## src/sv/k_nearest_to_origin_select_macros.svh

```systemverilog
`ifndef K_NEAREST_TO_ORIGIN_SELECT_MACROS_SVH
`define K_NEAREST_TO_ORIGIN_SELECT_MACROS_SVH

// Same-cycle implication, checked on clk and disabled in reset.
`define KNS_ASSERT_IMP(lbl, ante, cons) \
    lbl: assert property (@(posedge clk) disable iff (!rst_n) (ante) |-> (cons)) \
        else $error("kns check failed");

// Next-cycle implication, checked on clk and disabled in reset.
`define KNS_ASSERT_NXT(lbl, ante, cons) \
    lbl: assert property (@(posedge clk) disable iff (!rst_n) (ante) |=> (cons)) \
        else $error("kns check failed");

`endif

```

## src/sv/kns_pkg.sv

```systemverilog
package kns_pkg;

    localparam int MAX_KEEP_DEFAULT = 16;
    localparam int KEEP_W = 5;
    localparam logic [KEEP_W-1:0] KEEP_RESET = 5'd16;
    localparam int QUEUE_DEPTH = 2;

    typedef struct packed {
        logic signed [31:0] sq_x;
        logic signed [31:0] sq_y;
    } squares_t;

    typedef struct packed {
        logic [31:0]        d;
        logic signed [15:0] y;
        logic signed [15:0] x;
    } entry_t;

    typedef struct packed {
        entry_t e;
        logic   last;
    } item_t;

    typedef enum logic [1:0] {
        ST_IDLE,
        ST_SCAN,
        ST_EMIT
    } back_state_t;

endpackage

```

## src/sv/kns_queue.sv

```systemverilog
module kns_queue
(
    input  logic           clk,
    input  logic           rst_n,
    input  logic           push_valid,
    output logic           push_ready,
    input  kns_pkg::item_t push_item,
    output logic           pop_valid,
    input  logic           pop_ready,
    output kns_pkg::item_t pop_item
);

    localparam int PW = (kns_pkg::QUEUE_DEPTH > 1) ? $clog2(kns_pkg::QUEUE_DEPTH) : 1;
    localparam int FW = $clog2(kns_pkg::QUEUE_DEPTH + 1);

    kns_pkg::item_t slot_reg [kns_pkg::QUEUE_DEPTH];
    logic [PW-1:0]  wr_ptr_reg, wr_ptr_next;
    logic [PW-1:0]  rd_ptr_reg, rd_ptr_next;
    logic [FW-1:0]  fill_reg, fill_next;
    logic           do_push, do_pop;

    assign push_ready = (fill_reg != FW'(kns_pkg::QUEUE_DEPTH));
    assign pop_valid  = (fill_reg != '0);
    assign pop_item   = slot_reg[rd_ptr_reg];
    assign do_push    = push_valid && push_ready;
    assign do_pop     = pop_valid && pop_ready;

    always_comb
    begin
        wr_ptr_next = wr_ptr_reg;
        rd_ptr_next = rd_ptr_reg;
        if (do_push)
        begin
            wr_ptr_next = (wr_ptr_reg == PW'(kns_pkg::QUEUE_DEPTH - 1)) ? '0 : wr_ptr_reg + 1'b1;
        end
        if (do_pop)
        begin
            rd_ptr_next = (rd_ptr_reg == PW'(kns_pkg::QUEUE_DEPTH - 1)) ? '0 : rd_ptr_reg + 1'b1;
        end
        fill_next = fill_reg + FW'(do_push) - FW'(do_pop);
    end

    always_ff @(posedge clk or negedge rst_n)
    begin
        if (!rst_n)
        begin
            wr_ptr_reg <= '0;
            rd_ptr_reg <= '0;
            fill_reg   <= '0;
        end
        else
        begin
            wr_ptr_reg <= wr_ptr_next;
            rd_ptr_reg <= rd_ptr_next;
            fill_reg   <= fill_next;
        end
    end

    always_ff @(posedge clk)
    begin
        if (do_push)
        begin
            slot_reg[wr_ptr_reg] <= push_item;
        end
    end

endmodule

```

## src/sv/kns_front.sv

```systemverilog
module kns_front
(
    input  logic           clk,
    input  logic           rst_n,
    input  logic           in_valid,
    output logic           in_ready,
    input  logic [31:0]    in_data,
    input  logic           in_last,
    output logic           push_valid,
    input  logic           push_ready,
    output kns_pkg::item_t push_item
);

    logic                valid_reg, valid_next;
    logic signed [15:0]  x_reg, y_reg;
    logic                last_reg;
    kns_pkg::squares_t   sq_reg;
    logic signed [15:0]  in_x, in_y;
    logic                take;

    assign in_x       = in_data[15:0];
    assign in_y       = in_data[31:16];
    assign in_ready   = !valid_reg || push_ready;
    assign take       = in_valid && in_ready;
    assign push_valid = valid_reg;

    always_comb
    begin
        push_item.e.x = x_reg;
        push_item.e.y = y_reg;
        push_item.e.d = 32'(sq_reg.sq_x) + 32'(sq_reg.sq_y);
        push_item.last = last_reg;
    end

    always_comb
    begin
        valid_next = valid_reg;
        if (take)
        begin
            valid_next = 1'b1;
        end
        else if (push_ready)
        begin
            valid_next = 1'b0;
        end
    end

    always_ff @(posedge clk or negedge rst_n)
    begin
        if (!rst_n)
        begin
            valid_reg <= 1'b0;
        end
        else
        begin
            valid_reg <= valid_next;
        end
    end

    always_ff @(posedge clk)
    begin
        if (take)
        begin
            x_reg         <= in_x;
            y_reg         <= in_y;
            last_reg      <= in_last;
            sq_reg.sq_x   <= 32'(in_x) * 32'(in_x);
            sq_reg.sq_y   <= 32'(in_y) * 32'(in_y);
        end
    end

endmodule

```

## src/sv/kns_back.sv

```systemverilog
`include "k_nearest_to_origin_select_macros.svh"

module kns_back
#(
    parameter int MAX_KEEP = kns_pkg::MAX_KEEP_DEFAULT
)
(
    input  logic                       clk,
    input  logic                       rst_n,
    input  logic [kns_pkg::KEEP_W-1:0] keep_count,
    input  logic                       q_valid,
    output logic                       q_ready,
    input  kns_pkg::item_t             q_item,
    output logic                       out_valid,
    input  logic                       out_ready,
    output kns_pkg::entry_t            out_entry,
    output logic                       out_last
);

    localparam int IW = (MAX_KEEP > 1) ? $clog2(MAX_KEEP) : 1;
    localparam int CW = $clog2(MAX_KEEP + 1);
    localparam int EW = (CW > kns_pkg::KEEP_W) ? CW : kns_pkg::KEEP_W;

    kns_pkg::entry_t      entry_reg [MAX_KEEP];
    kns_pkg::back_state_t state_reg, state_next;
    logic [CW-1:0]        count_reg, count_next;
    logic [CW-1:0]        scan_idx_reg, scan_idx_next;
    logic [IW-1:0]        best_idx_reg, best_idx_next;
    kns_pkg::entry_t      best_reg, best_next;
    logic                 emit_reg, emit_next;
    kns_pkg::item_t       cur_reg, cur_next;
    logic                 out_valid_reg, out_valid_next;
    kns_pkg::entry_t      out_entry_reg;
    logic                 out_last_reg;

    logic [EW-1:0]        keep_e, max_e, lim_e;
    logic                 can_add, scanning, take, load_out;
    logic                 do_remove, do_append;
    logic [IW-1:0]        app_idx;
    kns_pkg::entry_t      app_data, cand;

    assign keep_e   = EW'(keep_count);
    assign max_e    = EW'(MAX_KEEP);
    assign lim_e    = (keep_e == '0) ? EW'(1) : ((keep_e > max_e) ? max_e : keep_e);
    assign can_add  = EW'(count_reg) < lim_e;
    assign scanning = scan_idx_reg < count_reg;
    assign cand     = entry_reg[scan_idx_reg[IW-1:0]];

    assign out_valid = out_valid_reg;
    assign out_entry = out_entry_reg;
    assign out_last  = out_last_reg;

    always_comb
    begin
        state_next = state_reg;
        unique case (state_reg)
            kns_pkg::ST_IDLE:
            begin
                if (q_valid && !(can_add && !q_item.last))
                begin
                    state_next = kns_pkg::ST_SCAN;
                end
            end
            kns_pkg::ST_SCAN:
            begin
                if (!scanning)
                begin
                    if (emit_reg)
                    begin
                        state_next = kns_pkg::ST_EMIT;
                    end
                    else if (!cur_reg.last)
                    begin
                        state_next = kns_pkg::ST_IDLE;
                    end
                end
            end
            kns_pkg::ST_EMIT:
            begin
                if (!out_valid_reg || out_ready)
                begin
                    state_next = (count_reg == CW'(1)) ? kns_pkg::ST_IDLE : kns_pkg::ST_SCAN;
                end
            end
            default:
            begin
                state_next = kns_pkg::ST_IDLE;
            end
        endcase
    end

    always_comb
    begin
        q_ready       = 1'b0;
        take          = 1'b0;
        load_out      = 1'b0;
        do_remove     = 1'b0;
        do_append     = 1'b0;
        app_idx       = count_reg[IW-1:0];
        app_data      = cur_reg.e;
        count_next    = count_reg;
        scan_idx_next = scan_idx_reg;
        best_next     = best_reg;
        best_idx_next = best_idx_reg;
        emit_next     = emit_reg;
        cur_next      = cur_reg;
        unique case (state_reg)
            kns_pkg::ST_IDLE:
            begin
                q_ready = 1'b1;
                if (q_valid)
                begin
                    take          = 1'b1;
                    cur_next      = q_item;
                    scan_idx_next = '0;
                    if (can_add)
                    begin
                        do_append  = 1'b1;
                        app_data   = q_item.e;
                        count_next = count_reg + 1'b1;
                        emit_next  = q_item.last;
                    end
                    else
                    begin
                        emit_next = 1'b0;
                    end
                end
            end
            kns_pkg::ST_SCAN:
            begin
                if (scanning)
                begin
                    if ((scan_idx_reg == '0) || (cand.d > best_reg.d))
                    begin
                        best_next     = cand;
                        best_idx_next = scan_idx_reg[IW-1:0];
                    end
                    scan_idx_next = scan_idx_reg + 1'b1;
                end
                else if (!emit_reg)
                begin
                    if (cur_reg.e.d < best_reg.d)
                    begin
                        do_remove = 1'b1;
                        do_append = 1'b1;
                        app_idx   = IW'(count_reg - 1'b1);
                    end
                    if (cur_reg.last)
                    begin
                        emit_next     = 1'b1;
                        scan_idx_next = '0;
                    end
                end
            end
            kns_pkg::ST_EMIT:
            begin
                if (!out_valid_reg || out_ready)
                begin
                    load_out      = 1'b1;
                    do_remove     = 1'b1;
                    count_next    = count_reg - 1'b1;
                    scan_idx_next = '0;
                    if (count_reg == CW'(1))
                    begin
                        emit_next = 1'b0;
                    end
                end
            end
            default:
            begin
                emit_next = 1'b0;
            end
        endcase
    end

    always_comb
    begin
        out_valid_next = out_valid_reg;
        if (load_out)
        begin
            out_valid_next = 1'b1;
        end
        else if (out_ready)
        begin
            out_valid_next = 1'b0;
        end
    end

    always_ff @(posedge clk or negedge rst_n)
    begin
        if (!rst_n)
        begin
            state_reg     <= kns_pkg::ST_IDLE;
            count_reg     <= '0;
            scan_idx_reg  <= '0;
            emit_reg      <= 1'b0;
            out_valid_reg <= 1'b0;
        end
        else
        begin
            state_reg     <= state_next;
            count_reg     <= count_next;
            scan_idx_reg  <= scan_idx_next;
            emit_reg      <= emit_next;
            out_valid_reg <= out_valid_next;
        end
    end

    always_ff @(posedge clk)
    begin
        best_reg     <= best_next;
        best_idx_reg <= best_idx_next;
        cur_reg      <= cur_next;
        if (load_out)
        begin
            out_entry_reg <= best_reg;
            out_last_reg  <= (count_reg == CW'(1));
        end
    end

    // Removal closes the gap by moving later arrivals down one place.
    always_ff @(posedge clk)
    begin
        for (int i = 0; i < MAX_KEEP; i++)
        begin
            if (do_remove && (i + 1 < MAX_KEEP) && (i >= int'(best_idx_reg))
                && (i + 1 < int'(count_reg)))
            begin
                entry_reg[i] <= entry_reg[(i + 1) % MAX_KEEP];
            end
            if (do_append && (i == int'(app_idx)))
            begin
                entry_reg[i] <= app_data;
            end
        end
    end

    `KNS_ASSERT_IMP(a_scan_bound, state_reg == kns_pkg::ST_SCAN, scan_idx_reg <= count_reg)
    `KNS_ASSERT_NXT(a_append_grows, take && can_add, count_reg == CW'($past(count_reg) + 1'b1))
    `KNS_ASSERT_IMP(a_emit_nonempty, state_reg == kns_pkg::ST_EMIT, count_reg != '0)

endmodule

```

## src/sv/k_nearest_to_origin_select.sv

```systemverilog
// Channel  | Direction | Transfer content
// s_axis   | in        | tdata: point_x, point_y; tlast: set_end
// m_axis   | out       | tdata: near_x, near_y, dist_sq; tlast: run_last
// cfg      | in        | data: keep_count
//
// A point that fills an empty place is appended directly; a point that must compete
// waits for the one-entry-per-cycle farthest-point scan over the held entries.
// A set end repeats the same scan before each emitted point.
// Reset clears the held count and sets keep_count to 16; no clearing pass is needed.
// A two-entry queue lets the input side keep taking points while results stall.
module k_nearest_to_origin_select
#(
    parameter int MAX_KEEP = kns_pkg::MAX_KEEP_DEFAULT
)
(
    input  logic                       clk,
    input  logic                       rst_n,
    input  logic                       s_axis_tvalid,
    output logic                       s_axis_tready,
    input  logic [31:0]                s_axis_tdata,  // point_x, point_y
    input  logic                       s_axis_tlast,
    output logic                       m_axis_tvalid,
    input  logic                       m_axis_tready,
    output logic [63:0]                m_axis_tdata,  // near_x, near_y, dist_sq
    output logic                       m_axis_tlast,
    input  logic                       cfg_valid,
    output logic                       cfg_ready,
    input  logic [kns_pkg::KEEP_W-1:0] cfg_data
);

    logic [kns_pkg::KEEP_W-1:0] keep_count_reg, keep_count_next;
    logic                       push_valid, push_ready, pop_valid, pop_ready;
    kns_pkg::item_t             push_item, pop_item;
    kns_pkg::entry_t            out_entry;

    assign cfg_ready       = 1'b1;
    assign keep_count_next = (cfg_valid && cfg_ready) ? cfg_data : keep_count_reg;

    always_ff @(posedge clk or negedge rst_n)
    begin
        if (!rst_n)
        begin
            keep_count_reg <= kns_pkg::KEEP_RESET;
        end
        else
        begin
            keep_count_reg <= keep_count_next;
        end
    end

    kns_front u_front
    (
        .clk        (clk),
        .rst_n      (rst_n),
        .in_valid   (s_axis_tvalid),
        .in_ready   (s_axis_tready),
        .in_data    (s_axis_tdata),
        .in_last    (s_axis_tlast),
        .push_valid (push_valid),
        .push_ready (push_ready),
        .push_item  (push_item)
    );

    kns_queue u_queue
    (
        .clk        (clk),
        .rst_n      (rst_n),
        .push_valid (push_valid),
        .push_ready (push_ready),
        .push_item  (push_item),
        .pop_valid  (pop_valid),
        .pop_ready  (pop_ready),
        .pop_item   (pop_item)
    );

    kns_back #(.MAX_KEEP(MAX_KEEP)) u_back
    (
        .clk        (clk),
        .rst_n      (rst_n),
        .keep_count (keep_count_reg),
        .q_valid    (pop_valid),
        .q_ready    (pop_ready),
        .q_item     (pop_item),
        .out_valid  (m_axis_tvalid),
        .out_ready  (m_axis_tready),
        .out_entry  (out_entry),
        .out_last   (m_axis_tlast)
    );

    assign m_axis_tdata = {out_entry.d, out_entry.y, out_entry.x};

endmodule

```

## config.mk

```make
export PLATFORM = sky130hd
export DESIGN_NAME = k_nearest_to_origin_select
export DESIGN_NICKNAME = d
export VERILOG_FILES = /design/src/sv/kns_pkg.sv /design/src/sv/kns_queue.sv /design/src/sv/kns_front.sv /design/src/sv/kns_back.sv /design/src/sv/k_nearest_to_origin_select.sv
export VERILOG_INCLUDE_DIRS = /design/src /design/src/sv
export SDC_FILE = /design/constraint.sdc
export NUM_CORES = 2
export LEC_CHECK = 0
export ABC_AREA = 0
export BUFFER_PORTS_ARGS = -buffer_cell sky130_fd_sc_hd__buf_2
export CAP_MARGIN = 20
export CELL_PAD_IN_SITES_DETAIL_PLACEMENT = 1
export CELL_PAD_IN_SITES_GLOBAL_PLACEMENT = 2
export CORE_UTILIZATION = 36
export DETAILED_ROUTE_END_ITERATION = 10
export PLACE_DENSITY_LB_ADDON = 0.08
export SYNTH_ARGS = -nofsm -noshare
export SYNTH_HDL_FRONTEND = slang
export SYNTH_SLANG_ARGS = --single-unit
```

## constraint.sdc

```tcl
create_clock -name clk -period 11.5 [get_ports clk]
set_input_delay 1.725 -clock clk [delete_from_list [all_inputs] [get_ports clk]]
set_output_delay 1.725 -clock clk [all_outputs]
set_load 0.02 [all_outputs]
```

==> flow_metrics.tcl <==
set metrics [dict create \
    track_usage_pct 22.6 \
    dp_hpwl_um 174000 \
    grt_max_degree 76 \
    ctsResizeCount 0 \
    seq_area_frac_synth_pct 50.3 \
    relSlewSlack_pct 22.7 \
    syn_area_mm2 0.0875 \
    fin_setup_tns_ns 0 \
    hold_class "reg -> reg" \
    start_util_pct 36.3 \
    area_delta_synth_final_pct 10.7 \
    clock_path_buffers 3 \
    insertion_delay_ns 0.84 \
    setup_ws_ns 3.52 \
    cts.sinks 1469 \
    root_buffer "clkbuf_16" \
    cts_tree "done" \
    final_nets 6556 \
    place.gp.congestion 0.783 \
    fmax_mhz 125 \
    syn_inst 5691 \
    dp_slack_ns 2.63 \
    dieHeight_um 495 \
    io_buffers 109 \
    ir_drop_uv 641 \
    largest_register_ffs 1024 \
    drt_first_pass_iters 8 \
    netlist_top_cells_area "edfxtp_1, fa_1, mux4_2, mux2_2, mux2_1" \
    grt_pass1_wl_um 394000 \
    crit_path_end_kind "flip-flop" \
    final_area_mm2 0.0969 \
    cts_setup_buffers 0 \
    setup_viol 0 \
    synth-async-reset-ratio_pct 1.63 \
    finalCritPeriodShare_pct 69.4 \
    cellPowerDensity_mw_per_mm2 322 \
    syn-num-nets 6498 \
    viasPerCell 5.38 \
    drive_above_1_share_pct 26.0 \
    status "finished clean" \
    crit_fanout 17 \
    worst_pin_slew_ns 1.16 \
    start_kind "input pin" \
    num_rows 180 \
    busiest_layer "met2" \
    fin_crit_ns 7.98 \
    wirelength_um 273000 \
    core_area_mm2 0.241 \
    critPathArrivalTime_ns 8.56 \
    cp.required_ns 12.08 \
    antenna_left 0 \
    htree_levels 4 \
    rsz0062_at_grt "false" \
    met3_usage_pct 2.37 \
    fin_skew_ns 0.0354 \
    antenna_found_initial 11 \
    grt_use_met1_pct 29.4 \
    die_w_um 495 \
    clk_pin_slew_worst_paths_ns 0.06 \
    fin_util_pct 40.2 \
    synth_top_area_cell "edfxtp_1" \
    use_met2_pct 40.3 \
    worst-setup-path-type "in -> reg" \
    synthDistinctLibCells 82 \
    final_max_slew_viol_count 0 \
    vias 48800 \
    synth.avg_cell_area_um2 15.4 \
    synth_top_area_share_pct 49.6 \
    p_leak_nw 36.3 \
    grt_overflow_total 0 \
    maxCapViolCount 0 \
    synthFlopType "edfxtp_1" \
    post_drt_wl_per_cell_um 30.1 \
    drc 0 \
    placed_area_mm2 0.0914 \
    drtIter0Drc 3253 \
    synth_edf_count 1445 \
    synth-seq-cells 1469 \
    most-common-layout-cells "edfxtp_1, inv_1, mux2_2" \
    final_common_cell "edfxtp_1" \
    grt_pass1_vias 53500 \
    die_area_mm2 0.245 \
    yosysWarnings 0 \
    numCtsBuffers 173 \
    hold_viol_final 0 \
    holdBufCountCts 0 \
    io_pins 111 \
]
[area by class of cell]
class	count	area, um^2
Antenna cell	1	2.50
Clock buffer	219	4630
Clock inverter	94	790
Fill cell	24000	144000
Inverter	689	2590
Multi-Input combinational cell	3223	39600
Sequential cell	1469	44000
Tap cell	3185	3990
Timing Repair Buffer	193	1210
[through the flow]
step           power (W)  instances  hold WS, ns
6_report          0.0311       9073        0.417
2_1_floorplan     0.0205       5691        0.400
3_3_place_gp      0.0262       8759        0.401
4_1_cts           0.0318       9072        0.419
5_1_grt           0.0336       9073        0.424
3_5_place_dp      0.0263       8759        0.406
[metal layers]
metal | vias up | routed length [um]
met2 | 976 | 142000
met1 | 26600 | 117000
met3 | 286 | 9510
met5 | - | 13
met4 | 2 | 5200
li1 | 21000 | -
[where the power goes]
| part | internal [W] | leakage, nW | total [W] | switching (W) |
|---|---|---|---|---|
| sequential | 0.00811 | 13.5 | 0.00873 | 0.000614 |
| clock | 0.00307 | 2.62 | 0.00538 | 0.00231 |
| combinational | 0.00667 | 20.2 | 0.0170 | 0.0104 |
[synth_stat cells, drive strengths merged, types with 77 or more instances]
library cell	instances
a21oi	101
buf	192
clkbuf	118
edfxtp	1445
fa	466
ha	298
inv	686
mux2	1094
mux4	320
nand2	209
nor2	133
o21ai	77
xnor2	95
[cell families (layout without fill, tap and decap cells)]
group | after synthesis | count (layout) | synth area share [%]
DFF | 1469 | 1469 | 50.3
muxes | 1417 | 1417 | 22.9
buffers and inverters | 999 | 1195 | 4.87
adders and majority gates | 764 | 764 | 14.9
and+or+nand+nor | 557 | 557 | 2.99
AOI/OAI and AO/OA | 361 | 361 | 2.79
xor gates and xnor gates | 123 | 123 | 1.23
other | 1 | 2 | 0.00428
[critical path, cell delays in order]
cell and delay [ns]:
buf_2 0.23, inv_1 0.48, nor2_1 0.17, fa_1 0.78
fa_1 0.52, fa_1 0.51, fa_1 0.53, fa_1 0.50
inv_1 0.05, fa_1 0.47, inv_1 0.04, ha_1 0.35
a21oi_1 0.18, nor2_1 0.06, a211oi_1 0.32, o21ai_0 0.17
a2111oi_0 0.71, o211ai_1 0.22, a31o_2 0.28, a21oi_1 0.18
xnor2_1 0.08
[worst paths after layout]
path	from	to	slack, ns	cells past startpoint
min reg2reg	u_back.best_reg[8]$_DFFE_PP_	u_back.out_entry[8]$_DFFE_PP_	0.42	0
min in group asynchronous	rst_n	u_back.out_valid$_DFFE_PN0P_	0.99	1
max reg2reg	u_back.scan_idx_reg[0]$_DFFE_PN0P_	u_back.best_reg[9]$_DFFE_PP_	4.84	12
max in group asynchronous	rst_n	u_back.scan_idx_reg[2]$_DFFE_PN0P_	9.84	1
min	u_back.best_reg[8]$_DFFE_PP_	u_back.out_entry[8]$_DFFE_PP_	0.42	0
max	s_axis_tdata[15]	u_front.sq_reg[62]$_DFFE_PP_	3.52	21
(Power assumes the default switching activity.)
